===== config.mk =====
export PLATFORM = sky130hd
export DESIGN_NAME = ffwa_front
export DESIGN_NICKNAME = d
export VERILOG_FILES = /design/src/hdl/ffwa_pkg.sv /design/src/hdl/ffwa_front.sv
export SDC_FILE = /design/constraint.sdc
export NUM_CORES = 1
export LEC_CHECK = 0
export ABC_AREA = 1
export BUFFER_PORTS_ARGS = -buffer_cell sky130_fd_sc_hd__buf_2
export CAP_MARGIN = 20
export CORE_UTILIZATION = 26
export CTS_CLUSTER_DIAMETER = 100
export DETAILED_ROUTE_END_ITERATION = 12
export PLACE_DENSITY = 0.45
export REMOVE_ABC_BUFFERS = 1
export SYNTH_ARGS = -nofsm -noshare
export SYNTH_HDL_FRONTEND = slang
export SYNTH_SLANG_ARGS = --single-unit

===== constraint.sdc =====
create_clock -name clk -period 1.87 [get_ports clk]
set_input_delay 0.187 -clock clk [delete_from_list [all_inputs] [get_ports clk]]
set_output_delay 0.187 -clock clk [all_outputs]
set_load 0.05 [all_outputs]

===== src/hdl/ffwa_pkg.sv =====
// package: types and constants for the first-fit wavelength assigner
package ffwa_pkg;
  localparam int NUM_NODES = 16;
  localparam int NUM_CORES = 8;
  localparam int NUM_WAVELENGTHS = 64;
  localparam int MAX_HOPS = 16;
  localparam int NODE_W = 4;
  localparam int CORE_W = 3;
  localparam int WAVE_W = 6;
  localparam int HOP_IDX_W = 4;
  localparam int HOP_CNT_W = 5;
  localparam int WORD_W = 64;
  localparam int ADDR_W = 2 * NODE_W + CORE_W;
  localparam int DEPTH = NUM_NODES * NUM_NODES * NUM_CORES;
  localparam int CLR_W = ADDR_W + 1;

  localparam logic [0:0] CFG_CORES = 1'b0;
  localparam logic [0:0] CFG_WAVES = 1'b1;

  localparam logic [1:0] ST_GRANTED = 2'd0;
  localparam logic [1:0] ST_BLOCKED = 2'd1;
  localparam logic [1:0] ST_TOO_LONG = 2'd2;

  localparam logic KIND_REQUEST = 1'b0;
  localparam logic KIND_RELEASE = 1'b1;

  typedef struct packed {
    logic                  kind;
    logic [NODE_W-1:0]     from_node;
    logic [NODE_W-1:0]     to_node;
    logic                  last_hop;
    logic [CORE_W-1:0]     release_core;
    logic [WAVE_W-1:0]     release_wavelength;
  } in_item_t;

  typedef struct packed {
    logic [1:0]        status;
    logic [CORE_W-1:0] granted_core;
    logic [WAVE_W-1:0] granted_wavelength;
  } out_item_t;

  typedef enum logic [1:0] {
    OP_RELEASE = 2'd0,
    OP_ROUTE   = 2'd1,
    OP_REJECT  = 2'd2
  } op_t;

  // command from front to back
  typedef struct packed {
    op_t               op;
    logic [NODE_W-1:0] from_node;
    logic [NODE_W-1:0] to_node;
    logic [CORE_W-1:0] core;
    logic [WAVE_W-1:0] wave;
    logic [HOP_CNT_W-1:0] hops;
  } cmd_t;
endpackage


===== src/hdl/ffwa_front.sv =====
// front: hop buffering and classification into commands
module ffwa_front import ffwa_pkg::*; (
  input  logic                 clk,
  input  logic                 rst_n,
  input  logic                 in_valid,
  output logic                 in_ready,
  input  in_item_t             in_data,
  output logic                 cmd_valid,
  input  logic                 cmd_ready,
  output cmd_t                 cmd,
  input  logic                 route_busy,
  input  logic [HOP_IDX_W-1:0] hop_rd_idx,
  output logic [2*NODE_W-1:0]  hop_rd_data
);
  logic [2*NODE_W-1:0] hop_mem [MAX_HOPS];
  logic [2*NODE_W-1:0] hop_rd_r;
  logic [HOP_CNT_W-1:0] hop_count_r, hop_count_nxt;
  logic overflow_r, overflow_nxt;
  logic take, is_req, is_last;

  // queue stage holding one command
  logic q_valid_r;
  cmd_t q_r;

  assign is_req = in_data.kind == KIND_REQUEST;
  assign is_last = is_req && in_data.last_hop;
  // hop buffer is read by back during a route, so hold new request hops
  assign in_ready = (!q_valid_r || cmd_ready) && !(is_req && route_busy);
  assign take = in_valid && in_ready;
  assign cmd_valid = q_valid_r;
  assign cmd = q_r;
  assign hop_rd_data = hop_rd_r;

  always_comb begin
    hop_count_nxt = hop_count_r;
    overflow_nxt = overflow_r;
    if (take && is_req) begin
      if (is_last) begin
        hop_count_nxt = '0;
        overflow_nxt = 1'b0;
      end else if (hop_count_r < HOP_CNT_W'(MAX_HOPS)) begin
        hop_count_nxt = hop_count_r + 1'b1;
      end else begin
        overflow_nxt = 1'b1;
      end
    end
  end

  always_ff @(posedge clk) begin
    if (take && is_req && hop_count_r < HOP_CNT_W'(MAX_HOPS)) begin
      hop_mem[hop_count_r[HOP_IDX_W-1:0]] <= {in_data.from_node, in_data.to_node};
    end
    hop_rd_r <= hop_mem[hop_rd_idx];
    if (take) begin
      q_r.from_node <= in_data.from_node;
      q_r.to_node <= in_data.to_node;
      q_r.core <= in_data.release_core;
      q_r.wave <= in_data.release_wavelength;
      if (hop_count_r < HOP_CNT_W'(MAX_HOPS)) begin
        q_r.hops <= hop_count_r + 1'b1;
      end else begin
        q_r.hops <= hop_count_r;
      end
      if (!is_req) begin
        q_r.op <= OP_RELEASE;
      end else if (overflow_r || hop_count_r >= HOP_CNT_W'(MAX_HOPS)) begin
        q_r.op <= OP_REJECT;
      end else begin
        q_r.op <= OP_ROUTE;
      end
    end
  end

  always_ff @(posedge clk) begin
    if (!rst_n) begin
      hop_count_r <= '0;
      overflow_r <= 1'b0;
      q_valid_r <= 1'b0;
    end else begin
      hop_count_r <= hop_count_nxt;
      overflow_r <= overflow_nxt;
      if (take && (!is_req || is_last)) begin
        q_valid_r <= 1'b1;
      end else if (cmd_ready) begin
        q_valid_r <= 1'b0;
      end
    end
  end
endmodule


# Word level (Yosys, flattened, before mapping)

Memory sizes are Yosys's and may differ from the RTL's. A register that Yosys moved wholly into a read port is not among the register bits.
Cells that the tools add are included.

Add/subtract/negate cells: 1
Multiply operators: 0
Div/mod/pow operators: 0
Order comparisons: 2
Eq/ne operators: 1
Shift-type cells: 0
Muxes and demuxes: 9
Bitwise gates (word level): 1
Reduce and logical (&&, ||, !) cells: 14

Operators by type and width:

| operator                                                 | number |
|---|---|
| two-way mux 5 bit                                        | 2 |
| logical AND 1 bit                                        | 7 |
| two-way mux 1 bit                                        | 6 |
| adder 5 x 1 -> 5 bit, second input constant              | 1 |
| greater-or-equal comparator 5 bit, second input constant | 1 |
| < comparator 5 bit, second input constant                | 1 |
| logical OR 1 bit                                         | 3 |
| zero test 1 bit                                          | 2 |
| two-way mux 2 bit                                        | 1 |
| != test 2 bit, second input constant                     | 1 |
| AND reduction 2 bit                                      | 1 |
| nonzero test 2 bit                                       | 1 |
| NOT 1 bit                                                | 1 |

Register bits: 31
Latch bits: 0
RAM bits: 128
ROM bits: 0
Input bits: 28
Output and inout port bits: 34
Word-level logic and storage cells: 38
Memories: 1

Memories:

| memory  | depth | width | read ports | clocked after memory_dff | wr ports | RTL line         | text |
|---|---|---|---|---|---|---|---|
| hop_mem | 16    | 8     | 1          | 1                        | 1        | ffwa_front.sv:15 | `logic [2*NODE_W-1:0] hop_mem [MAX_HOPS];` |

# Logic depth before layout (Yosys ltp)

Gate-level depths: netlist of run 1.

Word-level depth: 9
Gate-level depth with buffers: 8
Mapped depth without buffers: 8

# Worst setup path before layout of run 1

No wires, ideal clock.

Path type: reg-to-reg
Start point: register q_valid_r, in the netlist cmd_valid
End point: register q_valid_r, in the netlist cmd_valid
Arrival: 1.810 ns
Required time: 1.799 ns
Path slack: -0.010 ns
Cell stages (with the launch flop): 6
Cell sequence: dfxtp_1 nand2_1 nand2_1 nor2_2 o21ai_0 a21oi_1

Cells in the longest elaborated chain, start to end: 6
Elaborated cells between the ends (all ways): 7
Those cells by class: 1 x mux; 6 x reduce/logical

Ends and longest elaborated chain:

| item                                                           | RTL line         | text |
|---|---|---|
| start: declaration                                             | ffwa_front.sv:22 | `logic q_valid_r;` |
| start signal: assignment                                       | ffwa_front.sv:78 | `q_valid_r <= 1'b0;` |
| start signal: assignment                                       | ffwa_front.sv:83 | `q_valid_r <= 1'b1;` |
| start signal: assignment                                       | ffwa_front.sv:85 | `q_valid_r <= 1'b0;` |
| zero test 1 bit *                                              | ffwa_front.sv:28 | `assign in_ready = (!q_valid_r \|\| cmd_ready) && !(is_req && route_busy);` |
| logical OR 1 bit *                                             | ffwa_front.sv:28 |  |
| logical AND 1 bit *                                            | ffwa_front.sv:28 |  |
| logical AND 1 bit *                                            | ffwa_front.sv:29 | `assign take = in_valid && in_ready;` |
| net take                                                       | ffwa_front.sv:19 | `logic take, is_req, is_last;` |
| logical AND 1 bit *                                            | ffwa_front.sv:82 | `if (take && (!is_req \|\| is_last)) begin` |
| two-way mux 1 bit / nonzero test 2 bit (equally long branches) | n/a              |  |

Mark *: on every way through the listed nets, which the timed path passes. The rest lies on a longest branch.
A chain may end at the register's enable or synchronous reset.

# Worst setup path after layout of run 1

Start point: register q_valid_r, in the netlist cmd_valid
End point: memory hop_mem[8][0] (netlist bit), enable pin

Cells in the longest elaborated chain, start to end: 8

Ends and longest elaborated chain:

| item                                    | RTL line         | text |
|---|---|---|
| zero test 1 bit                         | ffwa_front.sv:28 |  |
| logical OR 1 bit                        | ffwa_front.sv:28 |  |
| logical AND 1 bit                       | ffwa_front.sv:28 |  |
| logical AND 1 bit                       | ffwa_front.sv:29 |  |
| logical AND 1 bit (2 in a row)          | ffwa_front.sv:50 | `if (take && is_req && hop_count_r < HOP_CNT_W'(MAX_HOPS)) begin` |
| two-way mux 1 bit                       | ffwa_front.sv:50 |  |
| two-way mux 1 bit (not written as such) | ffwa_front.sv:51 | `hop_mem[hop_count_r[HOP_IDX_W-1:0]] <= {in_data.from_node, in_data.to_node};` |
| end: declaration                        | ffwa_front.sv:15 |  |

Every way passes these cells.

==> metrics.yaml, run 1 <==
clock_network:
  cts_sinks: 167
  cts_buffer_depth: 2
  post_cts_buffers: 0
  clk_latency_ns: 0.42
  cts_repair_resize_count: 0
  numCtsBuffers: 17
  clk_pin_slew_ns: 0.06
  cts_tree: "done"
  cts-root-buf: "clkbuf_16"
  cts_max_level: 4
  postCtsHoldBufs: 9
sta:
  worstMarginPinSlew_ns: 0.514
  slew_headroom_pct: 65.7
  fin_crit_sh_pct: 91.8
  rsz0062_at_grt: "false"
  clock_skew_ns: 0.0159
  hold_viol: 0
  setup_viol: 0
  post-route-min-period_ns: 1.72
  timing.fmax_mhz: 583
  timing.hold.ws_ns: 0.0487
  drv_slew: 0
route:
  antenna_left: 0
  drc: 0
  vias: 4297
  routed_via_density: 4.16
  drt_wl_total_um: 16600
  first_pass_iters: 5
  drtIter0Drc: 245
  wire_per_inst_um: 16.1
min_path:
  worstHoldPathType: "primary input to flop"
global_route:
  busiest_layer: "met2"
  met1_usage_pct: 17.8
  antenna_found_initial: 0
  overflow: 0
  grt_pass1_wl_um: 25400
  grt_pass1_vias: 4308
  grt_max_degree: 65
  grtUsageMet2_pct: 20.4
  gr-usage-all-layers_pct: 13.2
  grt_util_met3_pct: 3.89
yosys:
  ys_types: 21
  synth_top_family_by_area: "simple AND/OR/NAND/NOR gates"
  avgSynthCellArea_sq_um: 11.2
  synth_edf_count: 152
  seq_area_frac_synth_pct: 72.0
  syn_area_sq_um: 6760
  yosys_warnings: 0
  synthesis.instances: 604
  ys.flop_type: "edfxtp_1"
  async_reset_ff_share_pct: 0
  muxShareOfSynthArea_pct: 0
  synth_seq_cells: 167
  synth_xor_area_share_pct: 0.241
  synth_compound_area_share_pct: 1.18
  synth_adder_area_share_pct: 0.740
  synth-simple-area-share_pct: 20.6
pwr:
  cellPowerDensity_nw_per_um2: 990
  cellLeakagePower_nw: 3.31
  peakVddDrop_mv: 0.569
finish:
  mostFrequentLayoutCell: "nand2_1"
  postLayoutCellArea_sq_um: 8170
  diodes: 0
  syn_to_final_growth_pct: 20.9
  mostFrequentLayoutCells: "nand2_1, edfxtp_1, nand3_1, buf_2, inv_1"
  drive_above_1_share_pct: 16.8
  fin_nets: 724
placement:
  port_buffers: 61
  place_congestion: 0.750
  dpl.hpwl_um: 10500
  placed_area_sq_um: 7530
floorplan:
  core_area_sq_um: 25300
  die_h_um: 163
  die-area_sq_um: 26600
  start_util_pct: 26.7
  num_io_pins: 62
  row_count: 58
  die_w_um: 163
worst_setup_path:
  path_max_fanout: 8
  cp-start-kind: "flop"
  cp-end-kind: "flop"
  arrival_ns: 1.85
  path_class: "flop to flop"
  required_ns: 2.00
run_status:
  status: "finished, final reports clean"
flow_run:
  maxCapViolations: 0
[where the power goes]
part / leakage (nW) / switching, W / internal [W] / total [W]
Combinational: 1.54 / 0.000504 / 0.000165 / 0.000669
Clock: 0.265 / 0.00143 / 0.00184 / 0.00327
Sequential: 1.50 / 0.0000158 / 0.00413 / 0.00415
Total: 3.31 / 0.00195 / 0.00614 / 0.00809
[per-layer routing]
layer  up-vias  share of wire [%]  routed length [um]
li1       2175                  -                   -
met1      1974                 47                7820
met2       137                 45                7570
met3        11                6.6                1100
met4         0               0.96                 160
met5         -                  0                   0
[per-stage QoR]
| step | util, % | total power, W | worst slack, ns | setup TNS [ns] | cells |
|---|---|---|---|---|---|
| global route | 32.3 | 0.00837 | 0.0134 | 0 | 1034 |
| finish | 32.3 | 0.00809 | 0.154 | 0 | 1034 |
| CTS | 32.3 | 0.00819 | 0.150 | 0 | 1034 |
| global placement | 29.7 | 0.00490 | 0.206 | 0 | 994 |
| floorplan | - | 0.00460 | -0.0102 | -0.0102 | 580 |
| detailed placement | 29.7 | 0.00490 | 0.155 | 0 | 994 |
[synthesized netlist by cell type, drive strengths merged, types with 2 or more instances]
| library cell | n | share of area [%] |
|---|---|---|
| a21oi | 3 | 0.22 |
| nand3 | 67 | 5.0 |
| buf | 22 | 2.4 |
| edfxtp | 152 | 68 |
| clkbuf | 2 | 0.11 |
| dfxtp | 15 | 4.4 |
| ha | 4 | 0.74 |
| inv | 51 | 2.8 |
| nor2 | 47 | 2.7 |
| nand2 | 224 | 12 |
| nand4 | 2 | 0.41 |
| o21ai | 13 | 0.96 |
[flip-flops by register name (all words and copies together), names as in the netlist]
signal / flops
hop_mem: 128
hop_count_r: 5
cmd: 24
overflow_r: 1
hop_rd_data: 8
cmd_valid: 1
[critical path, stage by stage, from the launching register on]
cell     delay, ns
dfxtp_1       0.31
nand2_1       0.15
nand4_4       0.16
nor2_2        0.20
nand2_1       0.24
nor2_1        0.17
buf_4         0.19
[cell families (layout without fill, tap and decap cells)]
| family | count (synthesis) | after routing |
|---|---|---|
| AND/OR/NAND/NOR | 341 | 341 |
| flip-flops | 167 | 167 |
| adder cells (fa/ha/maj) | 4 | 4 |
| AO/OA/AOI/OAI | 16 | 16 |
| XOR/XNOR | 1 | 1 |
| buffers and inverters | 75 | 175 |
[worst paths after layout]
check / start / endpoint / slack (ns) / depth (start not counted)
setup / recovery: cmd_valid / hop_mem[8][0] / 0.15 / 6
hold / removal: rst_n / hop_count_r[3] / 0.05 / 3
setup reg to reg: cmd_valid / hop_mem[8][0] / 0.15 / 6
hold reg to reg: overflow_r / overflow_r / 0.52 / 2
[final cells by class]
cell class / instances / area (sq um)
Timing Repair Buffer: 93 / 618
Fill cell: 2560 / 17200
Tap cell: 330 / 413
Multi-Input combinational cell: 362 / 1540
Inverter: 51 / 191
Clock buffer: 18 / 429
Sequential cell: 167 / 4860
Clock inverter: 13 / 121
Note: power is estimated with default switching activity, not from simulation.
==> run 2: changes to the inputs <==
Settings changed: ABC_AREA 1 to unset.
==> metrics.yaml, run 2 <==
run_status:
  status: "finished, final reports clean"
min_path:
  whs_path_depth: 2  # -1
  min_from: "rst_n"
  whs_endpoint: "hop_count_r[0]"
  worstHoldPathType: "primary input to flop"
worst_setup_path:
  path_max_fanout: 8  # unchanged
  arrival_ns: 1.86  # about the same
  r2r_end: "hop_mem[6][5]"
  required_ns: 2.00  # about the same
  reg2reg_depth: 6  # unchanged
  r2r-start: "cmd_valid"
  path_cells: "nand2b_1 > nand3_1 > nor4b_1 > buf_4 > and2_1 > buf_12"
  crit_path_top_delay_cell: "dfxtp_1"
  path_class: "flop to flop"
  r2r_slack_ns: 0.14  # about the same
  cp-end-kind: "flop"
  cp-start-kind: "flop"
  max_stage_delay_ns: 0.31  # about the same
finish:
  fin_nets: 438  # -40%
  mostFrequentLayoutCell: "edfxtp_1"
  drive_above_1_share_pct: 33.4  # +17 points
  postLayoutCellArea_sq_um: 8040  # -1.7%
  diodes: 0  # unchanged
  fillCellCount: 2289  # -11%
  largest_reg_flops: 128  # unchanged
  mostFrequentLayoutCells: "edfxtp_1, buf_2, mux4_2, clkbuf_16, a22oi_1"
  syn_to_final_growth_pct: 26.7
clock_network:
  post_cts_buffers: 0  # unchanged
  clk_pin_slew_ns: 0.06  # about the same
  cts_sinks: 167  # unchanged
  cts_tree: "done"
  clk_latency_ns: 0.42  # about the same
  cts_max_level: 4  # unchanged
  cts-root-buf: "clkbuf_16"
  numCtsBuffers: 17  # unchanged
  cts_buffer_depth: 2  # unchanged
route:
  wire_per_inst_um: 18.4  # +14%
  first_pass_iters: 4  # -1
  routed_via_density: 4.28  # +3.0%
  antenna_left: 0  # unchanged
  vias: 3159  # -26%
  drtIter0Drc: 133  # -46%
  drt_wl_total_um: 13600  # -19%
  drc: 0  # unchanged
floorplan:
  die_h_um: 158  # -3.1%
  core_area_sq_um: 23700  # -6.5%
  die_w_um: 158  # -3.1%
  row_count: 56  # -3.4%
  die-area_sq_um: 25000  # -6.1%
  start_util_pct: 26.8  # +0.099 points
  num_io_pins: 62  # unchanged
sta:
  post-route-min-period_ns: 1.73  # +0.0131 ns
  finalWorstSetupSlack_ns: 0.141  # -0.0131 ns
  clock_skew_ns: 0.0122  # -0.00361 ns
  slew_headroom_pct: 72.0  # +6.2 points
  timing.fmax_mhz: 578  # -0.76%
  worstMarginPinSlew_ns: 0.421  # -0.0932 ns
  hold_viol: 0  # unchanged
  timing.hold.ws_ns: 0.0722  # +0.0236 ns
  drv_slew: 0  # unchanged
  setup_viol: 0  # unchanged
  tns_ns: 0  # unchanged
  fin_crit_sh_pct: 92.5  # +0.70 points
  rsz0062_at_grt: "false"
placement:
  place_congestion: 0.708  # -5.6%
  placed_area_sq_um: 7300  # -3.1%
  dpl_worst_slack_ns: -0.0292  # -0.185 ns
  dpl.hpwl_um: 8670  # -17%
  port_buffers: 61  # unchanged
yosys:
  ys_types: 32  # +52%
  synth.top_cell.area_share_pct: 72.0  # +4.4 points
  yosys_warnings: 0  # unchanged
  syn_area_sq_um: 6340  # -6.1%
  yosysMostFrequentCell: "edfxtp_1"
  avgSynthCellArea_sq_um: 20.7  # +85%
  async_reset_ff_share_pct: 0  # unchanged
  synth_edf_count: 152  # unchanged
  synthTopCellsByArea: "edfxtp_1, mux4_2, mux4_1, dfxtp_1, a22oi_1"
  ys.flop_type: "edfxtp_1"
  synth_seq_cells: 167  # unchanged
  synth_common_cells: "edfxtp_1, mux4_2, a22oi_1"
  synthesis.instances: 307  # -49%
  synth_largest_area_cell: "edfxtp_1"
  seq_area_frac_synth_pct: 76.7  # +4.7 points
global_route:
  grt_max_degree: 33  # -49%
  grt_pass1_wl_um: 20400  # -20%
  gr-usage-all-layers_pct: 11.8  # -1.4 points
  overflow: 0  # unchanged
  grt_pass1_vias: 3271  # -24%
  antenna_found_initial: 0  # unchanged
pwr:
  cellPowerDensity_nw_per_um2: 1040  # +5.4%
  peakVddDrop_mv: 0.532  # -6.4%
  cellLeakagePower_nw: 2.76  # -17%
flow_run:
  maxCapViolations: 0  # unchanged
## run 2: cell count changes in the layout (fill, tap and decap cells not counted), sizes merged, moves of 6 or more
| cell | before | now |
|---|---|---|
| mux4 | 0 | 32 |
| and2 | 0 | 14 |
| a22oi | 0 | 16 |
| nor2 | 47 | 9 |
| nand2 | 224 | 12 |
| o21ai | 13 | 2 |
| nand3 | 67 | 2 |
| inv | 56 | 9 |
| a21boi | 0 | 6 |
## run 2: kinds of logic after synthesis
| logic type | Yosys count | synth area share [%] |
|---|---|---|
| compound gates | 27 | 3.12 |
| xor+xnor | 3 | 0.414 |
| fa+ha+maj | 4 | 0.789 |
| buf+inv | 19 | 1.87 |
| flops | 167 | 76.7 |
| mux | 33 | 12.4 |
| simple gates | 54 | 4.75 |
## run 2: report_power, final
group          internal [W]  switching, W  total (W)  leakage, nW
Sequential          0.00413     0.0000165    0.00414         1.50
Clock               0.00226       0.00143    0.00369        0.306
Combinational      0.000173      0.000379   0.000551        0.952
## run 2: per-stage QoR
step	util, %	power, W	cells
5_1_grt	33.9	0.00867	738
3_5_place_dp	30.8	0.00477	697
3_3_place_gp	30.8	0.00477	697
2_1_floorplan	-	0.00453	293
4_1_cts	33.9	0.00848	738
6_report	33.9	0.00839	738
## run 2: routing by layer
metal / vias up / global-route usage [%] / wire length [um]
met4: 0 / 3.43 / 114
li1: 1455 / - / -
met5: - / 0 / 0
met2: 79 / 17.1 / 5970
met3: 7 / 3.78 / 657
met1: 1618 / 16.9 / 6810
## run 2: layout make-up
type                    instances  area, sq um  share of cell area (%)
clock inverters                13          191                    2.38
repair buffers                 94          751                    9.34
clock buffers                  19          433                    5.39
flip-flops and latches        167         4860                    60.5
well taps                     319          399                    4.97
multi-input cells             121         1380                    17.1
inverters                       5         18.8                   0.234
## run 2: worst max path at each step
stage / startpoint / to / slack (ns) / cells after the start
final: cmd_valid / hop_mem[6][5] / 0.14 / 6
after floorplan: cmd_valid / cmd[0] / -1.12 / 3
after global placement: route_busy / hop_mem[8][0] / 0.02 / 6
after global routing: cmd_valid / hop_mem[6][5] / 0.02 / 6
after detailed placement: cmd_ready / hop_mem[8][0] / -0.03 / 6
after CTS: cmd_valid / hop_mem[8][1] / 0.09 / 5
## run 2: critical path: cells and delay by family, from the launching register on
family,cells,cell delay (ns)
buffers and inverters,2,0.31
DFF,1,0.31
and+or+nand+nor,4,0.83
## run 2: repair_timing
item | in CTS | in global routing
endpoints found under the hold margin | 9 | 0
setup endpoints to repair | 28 | 39
hold buffers | 9 | 0
resized for setup | 4 | 2
==> run 3: changes to the inputs <==
Settings changed: MAX_ROUTING_LAYER set to met4.
==> metrics.yaml, run 3 (synthesized netlist as in run 2, its figures left out) <==
run_status:
  status: "finished, final reports clean"
pwr:
  peakVddDrop_mv: 0.535  # +0.47%
  finalPower_w: 0.00839  # about the same
  cellPowerDensity_nw_per_um2: 1040  # about the same
  cellLeakagePower_nw: 2.76  # unchanged
floorplan:
  core_area_sq_um: 23700  # unchanged
  num_io_pins: 62  # unchanged
  row_count: 56  # unchanged
  die-area_sq_um: 25000  # unchanged
  start_util_pct: 26.8  # unchanged
  die_w_um: 158  # unchanged
  die_h_um: 158  # unchanged
clock_network:
  clk_pin_slew_ns: 0.06  # about the same
  post_cts_buffers: 0  # unchanged
  cts_sinks: 167  # unchanged
  numCtsBuffers: 17  # unchanged
  cts_max_level: 4  # unchanged
  cts-root-buf: "clkbuf_16"
  clk_latency_ns: 0.42  # about the same
  cts_tree: "done"
  cts_buffer_depth: 2  # unchanged
worst_setup_path:
  r2r_slack_ns: 0.14  # about the same
  path_class: "flop to flop"
  r2r-start: "cmd_valid"
  cp-end-kind: "flop"
  startpoint: "cmd_valid"
  r2r_end: "hop_mem[6][5]"
  required_ns: 2.00  # about the same
  reg2reg_depth: 6  # unchanged
  cp-start-kind: "flop"
  cp-endpoint: "hop_mem[6][5]"
  path_max_fanout: 8  # unchanged
  arrival_ns: 1.86  # about the same
finish:
  fin_nets: 438  # unchanged
  final_util_pct: 33.9  # unchanged
  fillCellCount: 2289  # unchanged
  diodes: 0  # unchanged
  fin_cells: 738  # unchanged
  syn_to_final_growth_pct: 26.7  # unchanged
  mostFrequentLayoutCell: "edfxtp_1"
  largest_reg_flops: 128  # unchanged
  mostFrequentLayoutCells: "edfxtp_1, buf_2, mux4_2, clkbuf_16, a22oi_1"
  drive_above_1_share_pct: 33.4  # unchanged
sta:
  worstMarginPinSlew_ns: 0.417  # -0.00323 ns
  fin_crit_sh_pct: 92.5  # about the same
  timing.fmax_mhz: 578  # about the same
  clock_skew_ns: 0.0111  # -0.00119 ns
  hold_viol: 0  # unchanged
  rsz0062_at_grt: "false"
  post-route-min-period_ns: 1.73  # -0.000179 ns
  tns_ns: 0  # unchanged
  setup_viol: 0  # unchanged
  finalWorstSetupSlack_ns: 0.141  # +0.000179 ns
  slew_headroom_pct: 72.2  # +0.22 points
  drv_slew: 0  # unchanged
global_route:
  grt_pass1_wl_um: 20400  # about the same
  gr-usage-all-layers_pct: 12.2  # +0.32 points
  antenna_found_initial: 0  # unchanged
  grt_max_degree: 33  # unchanged
  grt_pass1_vias: 3252  # -0.58%
  overflow: 0  # unchanged
route:
  first_pass_iters: 4  # unchanged
  drtIter0Drc: 130  # -2.3%
  drc: 0  # unchanged
  drt_wl_total_um: 13600  # +0.14%
  routed_via_density: 4.28  # unchanged
  antenna_left: 0  # unchanged
  vias: 3159  # unchanged
  wire_per_inst_um: 18.4  # +0.14%
placement:
  dpl.hpwl_um: 8670  # unchanged
  dpl_worst_slack_ns: -0.0292  # unchanged
  place_congestion: 0.716  # +1.1%
  port_buffers: 61  # unchanged
  placed_cells: 697  # unchanged
flow_run:
  maxCapViolations: 0  # unchanged
min_path:
  worstHoldPathType: "primary input to flop"
## run 3: cell counts in the layout (fill, tap and decap cells not counted)
Identical to the previous run, type by type.
## run 3: what timing repair did
action                                  4_1_cts  5_1_grt
resized for setup                             4        2
pin swaps                                     0        0
hold endpoints to repair                      9        0
hold buffers                                  9        0
endpoints found under the setup margin       28       39
gates cloned                                  0        0
## run 3: worst min-delay path by stage
stage          slack [ns]        endpoint  startpoint  depth (start not counted)
2_1_floorplan        0.29         cmd[10]  in_data[5]                          0
3_3_place_gp         0.36          cmd[8]  in_data[3]                          1
3_5_place_dp         0.37         cmd[10]  in_data[5]                          1
4_1_cts              0.06  hop_count_r[2]       rst_n                          2
5_1_grt              0.06  hop_count_r[1]       rst_n                          2
6_report             0.07  hop_count_r[0]       rst_n                          2
## run 3: per-layer routing
layer  up-vias  GRT usage (%)  share of wire, %
li1       1454              -                 -
met1      1613           17.1                51
met2        81           17.1                44
met3        11           2.90               3.9
met4         0           4.26               1.2
met5         -              -                 0
## run 3: worst max-delay path, cell delays in order, from the launching register on
cell and delay [ns]:
dfxtp_1 0.31, nand2b_1 0.11, nand3_1 0.24, nor4b_1 0.31
buf_4 0.17, and2_1 0.17, buf_12 0.14
## run 3: cell type report
type	count	area, sq um	share of cell area, %
Sequential cell	167	4860	60.5
Multi-Input combinational cell	121	1380	17.1
Timing Repair Buffer	94	751	9.34
Clock buffer	19	433	5.39
Tap cell	319	399	4.97
Clock inverter	13	191	2.38
Inverter	5	18.8	0.234
## run 3: report_power, final
group	internal, W	switching [W]
clock	0.00226	0.00144
sequential	0.00413	0.0000163
combinational	0.000173	0.000379
total	0.00656	0.00183
## run 3: metrics by stage
step | cell area, sq um | hold slack [ns]
after CTS | 8020 | 0.0574
after detailed placement | 7300 | 0.365
after floorplan | 6240 | 0.286
after global routing | 8040 | 0.0560
final | 8040 | 0.0726
after global placement | 7300 | 0.364
